===== config.mk =====
export PLATFORM = sky130hd
export DESIGN_NAME = msb_first_bit_packer_top
export DESIGN_NICKNAME = d
export VERILOG_FILES = /design/src/hdl/mfbp_pkg.sv /design/src/hdl/mfbp_regs.sv /design/src/hdl/mfbp_ctrl.sv /design/src/hdl/mfbp_dp.sv /design/src/hdl/msb_first_bit_packer_top.sv
export SDC_FILE = /design/constraint.sdc
export NUM_CORES = 1
export LEC_CHECK = 0
export BUFFER_PORTS_ARGS = -buffer_cell sky130_fd_sc_hd__buf_2
export CORE_MARGIN = 1
export CORE_UTILIZATION = 40
export CTS_CLUSTER_SIZE = 25
export DETAILED_ROUTE_END_ITERATION = 10
export PLACE_DENSITY_LB_ADDON = 0.05
export SLEW_MARGIN = 20
export SYNTH_ARGS = -nofsm -noshare
export SYNTH_HDL_FRONTEND = slang
export SYNTH_SLANG_ARGS = --single-unit

===== constraint.sdc =====
create_clock -name clk -period 4.9 [get_ports clk]
set_input_delay 0.245 -clock clk [delete_from_list [all_inputs] [get_ports clk]]
set_output_delay 0.245 -clock clk [all_outputs]
set_load 0.01 [all_outputs]

===== src/hdl/mfbp_pkg.sv =====
// Shared types and constants for the MSB-first bit packer.
package mfbp_pkg;

	// Input command codes
	localparam logic CMD_PUT   = 1'b0;
	localparam logic CMD_FLUSH = 1'b1;

	// Widest field a put may write; larger counts saturate here
	localparam logic [5:0] FIELD_LIMIT = 6'd32;

	// Configuration space
	localparam int unsigned    CAP_W        = 17;
	localparam logic [16:0]    CAP_RESET    = 17'h10000;
	localparam int unsigned    ADDR_W       = 3;
	localparam logic           REG_CAPACITY = 1'b0;

	// Controller to datapath
	typedef struct packed {
		logic load;   // take the input transaction into the window
		logic emit;   // move the top byte of the window to the output register
	} dp_cmd_t;

	// Datapath to controller
	typedef struct packed {
		logic load_emits; // the presented input transaction completes at least one byte
		logic last_byte;  // the byte at the top of the window is the final one
		logic out_free;   // output register can take a byte this cycle
	} dp_sts_t;

endpackage


===== src/hdl/mfbp_regs.sv =====
// APB register block holding the capacity register.
module mfbp_regs (
	input  logic                            clk,
	input  logic                            arst_n,
	input  logic                            psel,
	input  logic                            penable,
	input  logic                            pwrite,
	input  logic [mfbp_pkg::ADDR_W-1:0]     paddr,
	input  logic [31:0]                     pwdata,
	output logic [31:0]                     prdata,
	output logic                            pready,
	output logic [mfbp_pkg::CAP_W-1:0]      capacity
);

	logic                           reg_sel;
	logic                           wr_en;
	logic [mfbp_pkg::CAP_W-1:0]     cap_q;

	assign reg_sel = (paddr[mfbp_pkg::ADDR_W-1] == mfbp_pkg::REG_CAPACITY);
	assign wr_en   = psel && penable && pwrite && pready && reg_sel;
	assign pready  = 1'b1;

	always_ff @(posedge clk or negedge arst_n) begin
		if (!arst_n) begin
			cap_q <= mfbp_pkg::CAP_RESET;
		end else if (wr_en) begin
			cap_q <= pwdata[mfbp_pkg::CAP_W-1:0];
		end
	end

	assign prdata   = reg_sel ? {{(32 - mfbp_pkg::CAP_W){1'b0}}, cap_q} : 32'd0;
	assign capacity = cap_q;

endmodule


===== src/hdl/mfbp_ctrl.sv =====
// Controller state machine: accepts a transaction, then steps out its bytes.
module mfbp_ctrl (
	input  logic                clk,
	input  logic                arst_n,
	input  logic                in_valid,
	output logic                in_stall,
	input  mfbp_pkg::dp_sts_t   sts,
	output mfbp_pkg::dp_cmd_t   cmd
);

	typedef enum logic [1:0] {
		ST_IDLE = 2'b01,
		ST_EMIT = 2'b10
	} state_t;

	state_t state_q;
	state_t state_nxt;

	assign in_stall = (state_q != ST_IDLE);
	assign cmd.load = in_valid && (state_q == ST_IDLE);
	assign cmd.emit = (state_q == ST_EMIT) && sts.out_free;

	always_comb begin
		state_nxt = state_q;
		case (state_q)
			ST_IDLE: begin
				if (cmd.load && sts.load_emits) state_nxt = ST_EMIT;
			end
			ST_EMIT: begin
				if (cmd.emit && sts.last_byte) state_nxt = ST_IDLE;
			end
			default: state_nxt = ST_IDLE;
		endcase
	end

	always_ff @(posedge clk or negedge arst_n) begin
		if (!arst_n) begin
			state_q <= ST_IDLE;
		end else begin
			state_q <= state_nxt;
		end
	end

endmodule


===== src/hdl/mfbp_dp.sv =====
// Datapath: 40-bit packing window, byte position counter, output register.
module mfbp_dp #(
	parameter int unsigned MAX_BYTES = 65536
) (
	input  logic                            clk,
	input  logic                            arst_n,
	input  mfbp_pkg::dp_cmd_t               cmd,
	output mfbp_pkg::dp_sts_t               sts,
	input  logic                            op,
	input  logic [31:0]                     bits,
	input  logic [5:0]                      bit_count,
	input  logic [mfbp_pkg::CAP_W-1:0]      capacity,
	input  logic                            out_stall,
	output logic                            out_valid,
	output logic [7:0]                      data_byte,
	output logic [15:0]                     byte_index,
	output logic                            overflow,
	output logic                            last
);

	localparam int unsigned PW = $clog2(MAX_BYTES + 1);
	localparam int unsigned CW = (PW > mfbp_pkg::CAP_W) ? PW : mfbp_pkg::CAP_W;

	logic [39:0]    win_q;      // pending bits left-aligned; low bits zero
	logic [5:0]     cnt_q;      // valid bits in the window
	logic           flush_q;
	logic [PW-1:0]  pos_q;

	logic [2:0]     pend;
	logic [5:0]     c_sat;
	logic [31:0]    fld;
	logic [39:0]    win_load;
	logic [5:0]     cnt_load;
	logic [CW-1:0]  cap_ext;
	logic [CW-1:0]  cap_eff;
	logic [CW-1:0]  pos_ext;
	logic [31:0]    pos_wide;
	logic           in_room;

	assign pend     = cnt_q[2:0];
	assign c_sat    = (bit_count > mfbp_pkg::FIELD_LIMIT) ? mfbp_pkg::FIELD_LIMIT : bit_count;
	// left-align the field; a zero count shifts everything out
	assign fld      = bits << (6'd32 - c_sat);
	assign win_load = {win_q[39:32], 32'd0} | ({fld, 8'd0} >> pend);
	assign cnt_load = {3'd0, pend} + c_sat;

	assign sts.load_emits = (op == mfbp_pkg::CMD_FLUSH) ? (pend != 3'd0) : (cnt_load >= 6'd8);
	assign sts.last_byte  = flush_q || (cnt_q < 6'd16);
	assign sts.out_free   = !out_valid || !out_stall;

	// capacity clamps at MAX_BYTES
	assign cap_ext  = CW'(capacity);
	assign cap_eff  = (cap_ext > CW'(MAX_BYTES)) ? CW'(MAX_BYTES) : cap_ext;
	assign pos_ext  = CW'(pos_q);
	assign in_room  = (pos_ext < cap_eff);
	assign pos_wide = 32'(pos_q);

	always_ff @(posedge clk or negedge arst_n) begin
		if (!arst_n) begin
			win_q   <= 40'd0;
			cnt_q   <= 6'd0;
			flush_q <= 1'b0;
			pos_q   <= '0;
		end else if (cmd.load) begin
			if (op == mfbp_pkg::CMD_FLUSH) begin
				flush_q <= 1'b1;
			end else begin
				win_q   <= win_load;
				cnt_q   <= cnt_load;
				flush_q <= 1'b0;
			end
		end else if (cmd.emit) begin
			win_q   <= {win_q[31:0], 8'd0};
			cnt_q   <= flush_q ? 6'd0 : (cnt_q - 6'd8);
			flush_q <= 1'b0;
			if (in_room) pos_q <= pos_q + PW'(1);
		end
	end

	always_ff @(posedge clk or negedge arst_n) begin
		if (!arst_n) begin
			out_valid <= 1'b0;
		end else if (cmd.emit) begin
			out_valid <= 1'b1;
		end else if (!out_stall) begin
			out_valid <= 1'b0;
		end
	end

	always_ff @(posedge clk) begin
		if (cmd.emit) begin
			data_byte  <= win_q[39:32];
			byte_index <= in_room ? pos_wide[15:0] : 16'd0;
			overflow   <= !in_room;
			last       <= sts.last_byte;
		end
	end

endmodule


===== src/hdl/msb_first_bit_packer_top.sv =====
// A transaction is taken while idle; its first byte enters the output register from the emit state.
// Throughput: a put or flush that completes k bytes (k up to 4) stalls the input until its
//   last byte is emitted, one byte leaving the output register per cycle; k = 0 does not stall.
//   Output stalls stretch this, since the single output register gates each byte.
// Reset (arst_n low, asynchronous): pending bits and byte position clear, capacity = 65536.
// Top level of the MSB-first bit packer.
module msb_first_bit_packer_top #(
	parameter int unsigned MAX_BYTES = 65536
) (
	input  logic                            clk,
	input  logic                            arst_n,
	// APB configuration port
	input  logic                            psel,
	input  logic                            penable,
	input  logic                            pwrite,
	input  logic [mfbp_pkg::ADDR_W-1:0]     paddr,
	input  logic [31:0]                     pwdata,
	output logic [31:0]                     prdata,
	output logic                            pready,
	// input transactions
	input  logic                            in_valid,
	output logic                            in_stall,
	input  logic                            cmd,
	input  logic [31:0]                     bits,
	input  logic [5:0]                      bit_count,
	// output transactions, one per byte
	output logic                            out_valid,
	input  logic                            out_stall,
	output logic [7:0]                      data_byte,
	output logic [15:0]                     byte_index,
	output logic                            overflow,
	output logic                            last
);

	// capacity register, clamped to MAX_BYTES inside the datapath
	logic [mfbp_pkg::CAP_W-1:0] capacity;

	// command and status between controller and datapath
	mfbp_pkg::dp_cmd_t dp_cmd;
	mfbp_pkg::dp_sts_t dp_sts;

	mfbp_regs u_regs (
		.clk      (clk),
		.arst_n   (arst_n),
		.psel     (psel),
		.penable  (penable),
		.pwrite   (pwrite),
		.paddr    (paddr),
		.pwdata   (pwdata),
		.prdata   (prdata),
		.pready   (pready),
		.capacity (capacity)
	);

	// The controller accepts a transaction only when idle, then drives one
	// emit per free output slot until the last byte of that transaction.
	mfbp_ctrl u_ctrl (
		.clk      (clk),
		.arst_n   (arst_n),
		.in_valid (in_valid),
		.in_stall (in_stall),
		.sts      (dp_sts),
		.cmd      (dp_cmd)
	);

	// The datapath merges a put's field into a 40-bit window behind the pending
	// bits, then shifts one byte per emit into the output register.
	mfbp_dp #(
		.MAX_BYTES (MAX_BYTES)
	) u_dp (
		.clk        (clk),
		.arst_n     (arst_n),
		.cmd        (dp_cmd),
		.sts        (dp_sts),
		.op         (cmd),
		.bits       (bits),
		.bit_count  (bit_count),
		.capacity   (capacity),
		.out_stall  (out_stall),
		.out_valid  (out_valid),
		.data_byte  (data_byte),
		.byte_index (byte_index),
		.overflow   (overflow),
		.last       (last)
	);

endmodule


==> metrics.txt, run 1 <==
fraction of layout instances using a drive strength above 1 21.8%; Yosys cell types 74; n_diodes 0; number of fill cells 2134; crit end category flop; FF-to-FF setup slack 0.89 ns; Rows 53; unrepaired setup endpoints after global routing no; post-synthesis async set-or-reset flop share 76.1%; Inst Count DP 1282; largest family of logic cells by synthesized area compound AO/OA/AOI/OAI gates; fin. max-slew vios 0; Worst Skew 0.00967 ns; HPWL Detailed 18.8 mm; Worst Hold Launch pwdata[3]; TNS Setup 0 ns; total wire length 25.6 mm; Mapped Cells 946; P per Cell Area 420 nW/um2; Reg clk slew, reported paths 0.09 ns; Data arrival, critical path 4.27 ns; Syn Area/Cell 9.16 um2; worst vdd ir 174 uV; min cycle time layout 4.01 ns; area leader, netlist dfrtp_1; CTS max path bufs 2; Final setup viols 0; Boundary Pins 142; die area 22300 um2; worst slew pin tran 0.981 ns; Final Power 4070 uW; Leak 0.00423 uW; Avg WL per Cell 19.7 um; placement-stage cell area 9370 um2; pin count of the biggest net entering global routing 51; Synth Area in Compound Gates 18.6%; worst min path class input port to flop; Post-Synth Simple-Gate Area 18.0%; synthesized flop and latch total 109; vias in the first global route 7080; Sink Count 109; mux cell area share after synthesis 18.5%; Post-Synth XOR/XNOR Area 2.54%; Tcrit/Tclk final 81.9%; Vias 7557; max-cap violations 0; CTS H-Tree Depth 3; first-pass GRT wire length 40.7 mm; crit path max fanout 16; CTS tree done; crit path to u_dp.pos_ext[1]; cts bufs inserted 9; antenna-violating nets left 0; post-synth top area share 23.4%; port buffer count 108; clk_lat worst skew 0.37 ns; Initial Util 41.0%; top post-synthesis cells by area dfrtp_1 (23%), edfxtp_1 (9.0%), mux2i_1 (8.0%), mux4_2 (6.2%), mux2_2 (4.3%); Die Y 149 um; FMAX 0.249 GHz; Seq/Total Area, Yosys 33.0%; outcome completed; Area growth syn-to-layout 11.9%; FF-to-FF path depth 15; DR pass1 iterations 5; yosys warns 0; dpl ws 0.842 ns; EDFF count, synth 26; GR Util All Layers 23.7%; CP startpoint kind flop; GPL Wtd Cong 0.916; # nets final 1122; Congestion Overflow GR 0; cts repair resizes 0; Post-Synthesis Cell Area 8670 um2; Slew HR 34.5%; CP required 5.16 ns; DRC Markers 0; Root Driver clkbuf_16; final hold vios 0; Primary FF master, synth dfrtp_1; antenna violations before repair 0; vias per std cell 5.82; Crit Path Category flop to flop; final instance area 9700 um2; Die W 149 um; DR iter-0 viols 477; Setup crit start u_regs.capacity[1]; final setup margin 0.886 ns; area share of fa/ha/maj cells after synthesis 3.18%; worst r2r src u_regs.capacity[1]; core area 21200 um2; Final Non-Filler Cells 1299; FF-to-FF End u_dp.pos_ext[1]
[cell usage after synthesis, types with 4 or more instances]
| library cell | instances |
|---|---|
| nor2b_1 | 20 |
| nor4_1 | 7 |
| nand3_1 | 33 |
| o31ai_1 | 6 |
| o21ai_0 | 42 |
| o22ai_1 | 13 |
| buf_2 | 19 |
| o21a_1 | 9 |
| a32oi_1 | 4 |
| a21oi_1 | 60 |
| ha_1 | 22 |
| a211o_1 | 4 |
| nor2_1 | 66 |
| and4_1 | 5 |
| nor3_1 | 20 |
| dfrtp_1 | 81 |
| buf_4 | 19 |
| a2bb2oi_1 | 4 |
| a221oi_1 | 6 |
| o21ai_1 | 6 |
| or3_1 | 16 |
| a22o_1 | 4 |
| o22a_1 | 6 |
| a31oi_1 | 15 |
| mux2_2 | 33 |
| nand2_1 | 78 |
| nand2b_1 | 8 |
| nand4_1 | 6 |
| a211oi_1 | 7 |
| mux4_2 | 24 |
| o211ai_1 | 8 |
| inv_1 | 24 |
| o221ai_1 | 11 |
| edfxtp_1 | 26 |
| xnor2_1 | 16 |
| a21o_1 | 12 |
| clkbuf_1 | 44 |
| mux2i_1 | 69 |
| and3_1 | 34 |
| xor2_1 | 6 |
[kinds of logic (layout without fill, tap and decap cells)]
family | Yosys count | count (layout)
AOI/OAI and AO/OA | 244 | 244
muxes | 126 | 126
other | 2 | 16
buffers and inverters | 112 | 176
adders and majority gates | 22 | 22
and+or+nand+nor | 308 | 308
DFF | 109 | 109
xor gates and xnor gates | 23 | 23
[through the flow]
stage,utilization [%],hold WS (ns)
final,45.9,0.0999
after detailed placement,44.3,0.249
after global routing,45.9,0.0943
after floorplan,-,-0.0506
after CTS,45.9,0.0876
after global placement,44.3,0.258
[per-layer routing]
metal  vias to the layer above  part of all wire [%]  global-route usage (%)
met3                        24                   4.0                    2.91
met2                       214                    42                    33.5
met5                         -                     0                       0
met4                         0                   1.8                    6.63
li1                       3646                     -                       -
met1                      3673                    52                    37.2
[worst max-delay path, cell delays in order (launching register included)]
cell,delay (ns)
dfrtp_1,0.45
nor4_1,0.31
a41o_1,0.44
nand2_1,0.11
ha_1,0.30
a21o_1,0.16
a21o_1,0.18
a211oi_1,0.23
nand2_1,0.10
o211ai_1,0.16
a21o_1,0.10
buf_4,0.18
and2_1,0.36
inv_1,0.23
nor2_1,0.24
mux2_2,0.36
[power breakdown]
group / switching (uW) / total, uW / internal [uW] / leakage [uW]
logic: 1160 / 1930 / 763 / 0.00283
registers: 173 / 1360 / 1190 / 0.00125
clock network: 413 / 787 / 374 / 0.000154
total: 1750 / 4070 / 2320 / 0.00423
[state kept, by name, indices dropped and copies added, names as in the netlist, 2 cells and up]
register / count
u_dp.pos_ext: 17
u_dp.data_byte: 8
u_dp.cnt_q: 6
u_ctrl.state_q: 2
u_dp.byte_index: 16
u_regs.capacity: 17
u_dp.win_q: 39
[worst min-delay path by stage]
stage | end | cells past startpoint
after CTS | u_regs.capacity[3] | 2
final | u_regs.capacity[3] | 2
after global placement | u_dp.cnt_q[5] | 1
after detailed placement | u_dp.cnt_q[1] | 1
after global routing | u_regs.capacity[11] | 2
after floorplan | u_ctrl.state_q[1] | 0
[what timing repair did]
| action | in CTS | in global routing |
|---|---|---|
| endpoints found under the hold margin | 32 | 0 |
| hold buffers | 1 | 0 |
| setup buffers | 0 | 0 |
[final cells by class]
class | instances | area, um2 | area share (%)
multi-input cells | 739 | 5340 | 55.1
flip-flops and latches | 109 | 2860 | 29.5
repair buffers | 133 | 733 | 7.56
well taps | 275 | 344 | 3.55
clock buffers | 9 | 225 | 2.32
inverters | 27 | 101 | 1.04
clock inverters | 7 | 93.8 | 0.967
[layout by cell type, fill, tap and decap left out, types with 11 or more instances in the layout]
| cell | synthesis | layout |
|---|---|---|
| o22ai_1 | 13 | 13 |
| o221ai_1 | 11 | 11 |
| and3_1 | 34 | 34 |
| edfxtp_1 | 26 | 26 |
| conb_1 | 2 | 16 |
| a21o_1 | 12 | 12 |
| a31oi_1 | 15 | 15 |
| or3_1 | 16 | 16 |
| mux4_2 | 24 | 24 |
| xnor2_1 | 16 | 16 |
| nand3_1 | 33 | 33 |
| nor3_1 | 20 | 20 |
| a21oi_1 | 60 | 60 |
| nor2b_1 | 20 | 20 |
| dfrtp_1 | 81 | 81 |
| mux2i_1 | 69 | 69 |
| ha_1 | 22 | 22 |
| nand2_1 | 78 | 78 |
| inv_1 | 24 | 24 |
| buf_4 | 19 | 25 |
| nor2_1 | 66 | 65 |
| mux2_2 | 33 | 33 |
| buf_2 | 19 | 107 |
| o21ai_0 | 42 | 42 |
Note: power is estimated with default switching activity, not from simulation.
==> run 2: changes to the inputs <==
==> constraint.sdc (replaced) <==
create_clock -name clk -period 3.3 [get_ports clk]
set_input_delay 0.165 -clock clk [delete_from_list [all_inputs] [get_ports clk]]
set_output_delay 0.165 -clock clk [all_outputs]
set_load 0.01 [all_outputs]
==> run 2 against run 1 <==
Effect of this change: first-iteration DRC count up 11%; total power up 54%; cell area up 5.9%; via count up 2.4%; core utilization up 2.7 points; critical path depth down 1; largest power group unchanged.
==> metrics.txt, run 2 (synthesized netlist as in run 1, its figures left out) <==
Crit Path Category flop to flop; CP required 3.55 ns; CTS max path bufs 2; n_diodes 0; Root Driver clkbuf_16; placement-stage cell area 9900 um2; min cycle time layout 3.12 ns; Data arrival, critical path 3.37 ns; unrepaired setup endpoints after global routing no; GPL Wtd Cong 0.928; vias in the first global route 7238; Avg WL per Cell 18.9 um; worst slew pin tran 0.919 ns; Final Non-Filler Cells 1360; Internal Power 3620 uW; port buffer count 108; Die W 149 um; vias per std cell 5.69; DRC Markers 0; worst min path class input port to flop; FMAX 0.321 GHz; antenna violations before repair 0; Boundary Pins 142; DR pass1 iterations 5; CTS tree done; core area 21200 um2; Worst Skew 0.00973 ns; GR Util All Layers 23.8%; final hold vios 0; Bufs and invs on worst path 1; die area 22300 um2; crit end category flop; antenna-violating nets left 0; HPWL Detailed 19.5 mm; fin. max-slew vios 0; Congestion Overflow GR 0; Final setup viols 0; switching share of power 42.1%; pin count of the biggest net entering global routing 48; cts bufs inserted 9; fraction of layout instances using a drive strength above 1 27.7%; Crit-path slowest cell dfrtp_1; max-cap violations 0; # nets final 1183; Largest Register u_dp.win_q; first-pass GRT wire length 41.0 mm; commonest non-fill, non-tap cell in the layout buf_2; Vias 7741; TNS Setup 0 ns; Die Y 149 um; crit path max fanout 6; number of flip-flops in the largest register 39; Inst Count DP 1343; CTS H-Tree Depth 3; outcome completed; CP peak stage delay 0.40 ns; CP startpoint kind flop; Logic pwr share 50.3%; Psw 2630 uW; Initial Util 41.0%; P per Cell Area 609 nW/um2; Area growth syn-to-layout 18.5%; total wire length 25.7 mm; Reg clk slew, reported paths 0.09 ns; Min Hold Slack 0.0277 ns; cells along the critical path nor4_2 -> a41o_1 -> nand2_1 -> ha_1 -> a21o_1 -> a21o_1 -> a211oi_1 -> o21ai_0 -> o211ai_1 -> a21o_1 -> and2_4 -> inv_2 -> or3_1 -> xnor2_1; Clock power frac 18.0%; cell mode on critical path a21o_1; most frequent cells in the layout buf_2 (107), buf_4 (84), dfrtp_1 (81), nand2_1 (78), mux2i_1 (66); Rows 53; worst vdd ir 236 uV; Sequential Power Share 31.7%; Sink Count 109; Final Power 6250 uW; Leak 0.00454 uW; Slew HR 38.4%; Tcrit/Tclk final 94.5%; clk_lat worst skew 0.36 ns; family with the most delay on the worst path compound AO/OA/AOI/OAI gates; final instance area 10300 um2; DR iter-0 viols 530
-- run 2: changes by cell type in the layout (fill, tap and decap cells not counted), sizes merged --
| cell | change |
|---|---|
| clkinvlp | +1 |
| inv | -2 |
| clkinv | +1 |
| buf | +61 |
-- run 2: final timing paths --
path	from	endpoint	slack, ns	cells after the start
worst max-delay path	u_regs.capacity[8]	u_dp.pos_ext[8]	0.18	14
worst min-delay path	pwdata[14]	u_regs.capacity[14]	0.03	2
worst max register to register	u_regs.capacity[8]	u_dp.pos_ext[8]	0.18	14
worst min register to register	u_dp.win_q[32]	u_dp.data_byte[0]	0.47	0
max in group asynchronous	arst_n	u_ctrl.state_q[0]	2.19	3
min in group asynchronous	arst_n	u_dp.pos_ext[13]	0.29	2
-- run 2: repair_timing --
action | 4_1_cts | 5_1_grt
hold buffers | 1 | 0
buffers inserted | 0 | 0
resized for setup | 0 | 9
hold endpoints to repair | 31 | 0
setup endpoints to repair | 0 | 9
-- run 2: cell type report --
type                    instances  area (um2)
well taps                     275         344
inverters                      27         110
clock buffers                   9         225
fillers                      2108       10900
flip-flops and latches        109        2860
multi-input cells             739        5420
clock inverters                 7        92.6
repair buffers                194        1220
-- run 2: power groups by stage --
stage | sequential, uW | clock, uW | combinational [uW]
detailed placement | 2000 | 0 | 3100
global route | 2030 | 1200 | 3470
floorplan | 1960 | 0 | 2140
CTS | 1970 | 1150 | 3120
global placement | 2000 | 0 | 3090
finish | 1980 | 1120 | 3150
-- run 2: layer usage --
layer / track usage (%) / share of wire (%)
met3: 2.48 / 4.0
met4: 5.87 / 1.5
met2: 34.5 / 43
met5: 0 / 0
met1: 37.3 / 52
-- run 2: stage by stage --
stage | setup slack [ns] | util, %
finish | 0.182 | 48.5
global route | 0.00813 | 48.5
CTS | 0.0205 | 48.4
detailed placement | -0.0402 | 46.8
global placement | 0.0579 | 46.8
floorplan | -0.221 | -
==> run 3: changes to the inputs <==
--- a/config.mk
+++ b/config.mk
@@ -8,6 +8,7 @@
 export BUFFER_PORTS_ARGS = -buffer_cell sky130_fd_sc_hd__buf_2
 export CORE_MARGIN = 1
 export CORE_UTILIZATION = 40
+export CTS_BUF_LIST = sky130_fd_sc_hd__clkbuf_8
 export CTS_CLUSTER_SIZE = 25
 export DETAILED_ROUTE_END_ITERATION = 10
 export PLACE_DENSITY_LB_ADDON = 0.05
==> run 3 against run 2 <==
Effect of this change: combinational power about the same; first-iteration DRC count decreased by 1.1%; sequential power about the same; total power decreased by 4.0%; cell area increased by 0.67%; die area unchanged; clock skew increased by 0.0026 ns; largest cell class unchanged.
==> metrics.txt, run 3 (synthesized netlist as in run 1, its figures left out) <==
Final Non-Filler Cells 1377; Sink Count 109; n_diodes 0; Die W 149 um; antenna violations before repair 0; worst slew pin tran 0.919 ns; CTS max path bufs 2; FF-to-FF End u_dp.pos_ext[8]; antenna-violating nets left 0; clk_lat worst skew 0.39 ns; outcome completed; final hold vios 0; Setup crit start u_regs.capacity[12]; worst vdd ir 221 uV; Inst Count DP 1343; Root Driver clkbuf_8; vias in the first global route 7316; Vias 7759; Data arrival, critical path 3.42 ns; CP required 3.59 ns; Congestion Overflow GR 0; Die Y 149 um; commonest non-fill, non-tap cell in the layout buf_2; min cycle time layout 3.13 ns; WHS Path Cells 2; P per Cell Area 580 nW/um2; Crit Path Category flop to flop; Leak 0.00457 uW; CP startpoint kind flop; vias per std cell 5.63; GPL Wtd Cong 0.928; final instance area 10300 um2; HPWL Detailed 19.5 mm; port buffer count 108; max-cap violations 0; TNS Setup 0 ns; # nets final 1200; die area 22300 um2; crit path max fanout 6; FMAX 0.320 GHz; DR iter-0 viols 524; DR pass1 iterations 4; Rows 53; Worst Skew 0.0123 ns; most frequent cells in the layout buf_2 (107), buf_4 (84), dfrtp_1 (81), nand2_1 (78), mux2i_1 (66); number of flip-flops in the largest register 39; FF-to-FF setup slack 0.17 ns; worst min path class input port to flop; cts bufs inserted 9; Worst Hold Launch pwdata[7]; Slew HR 38.4%; Initial Util 41.0%; dpl ws -0.0402 ns; Final setup viols 0; Largest Register u_dp.win_q; final setup margin 0.174 ns; pin count of the biggest net entering global routing 48; crit path to u_dp.pos_ext[8]; fraction of layout instances using a drive strength above 1 27.3%; Area growth syn-to-layout 19.3%; core area 21200 um2; Avg WL per Cell 18.7 um; unrepaired setup endpoints after global routing no; Reg clk slew, reported paths 0.13 ns; crit end category flop; total wire length 25.8 mm; FF-to-FF path depth 14; CTS H-Tree Depth 3; CTS tree done; worst r2r src u_regs.capacity[12]; Tcrit/Tclk final 94.7%; number of fill cells 2102; DRC Markers 0; fin. max-slew vios 0; Boundary Pins 142; first-pass GRT wire length 41.3 mm; placement-stage cell area 9900 um2; GR Util All Layers 24.0%
## run 3: worst min-delay path by stage
stage / end / slack, ns
4_1_cts: u_regs.capacity[7] / 0.002
3_5_place_dp: u_dp.pos_ext[13] / 0.15
5_1_grt: u_regs.capacity[7] / 0.0003
6_report: u_regs.capacity[7] / 0.03
2_1_floorplan: u_ctrl.state_q[1] / -0.13
3_3_place_gp: u_dp.pos_ext[13] / 0.16
## run 3: metal layers
layer  track usage, %  vias up  part of all wire (%)
li1                 -     3805                     -
met1             37.4     3713                    52
met2             34.8      216                    43
met3             2.72       25                   3.6
met4             5.71        0                   1.5
met5                0        -                     0
## run 3: repair_timing
| item | 4_1_cts | 5_1_grt |
|---|---|---|
| endpoints found under the hold margin | 48 | 0 |
| resized for setup | 0 | 9 |
| buffers inserted | 0 | 0 |
| hold buffers | 18 | 0 |
| endpoints found under the setup margin | 0 | 12 |
## run 3: worst max-delay path, stage by stage (launching register included)
cell and delay (ns):
dfrtp_1 0.43, nor4_2 0.26, a41o_1 0.30, nand2_1 0.08
ha_1 0.29, a21o_1 0.16, a21o_1 0.19, a211oi_1 0.24
o21ai_0 0.12, o211ai_1 0.10, a21o_1 0.12, and2_4 0.14
inv_2 0.07, or3_1 0.38, xnor2_1 0.13
## run 3: area by class of cell
class | count | area [um2] | area share [%]
repair buffers | 211 | 1390 | 13.4
clock buffers | 9 | 124 | 1.20
inverters | 27 | 110 | 1.06
multi-input cells | 739 | 5420 | 52.4
well taps | 275 | 344 | 3.33
flip-flops and latches | 109 | 2860 | 27.7
clock inverters | 7 | 92.6 | 0.896
## run 3: power by group
group / switching, uW / internal [uW]
registers: 219 / 1760
logic: 1840 / 1330
clock network: 548 / 308
## run 3: stage by stage
step | utilization (%) | hold slack, ns | total power (uW)
after floorplan | - | -0.131 | 4100
after global routing | 48.9 | 0.000289 | 6450
final | 48.9 | 0.0251 | 6000
after global placement | 46.8 | 0.159 | 5090
after detailed placement | 46.8 | 0.152 | 5100
after CTS | 48.7 | 0.00213 | 5990
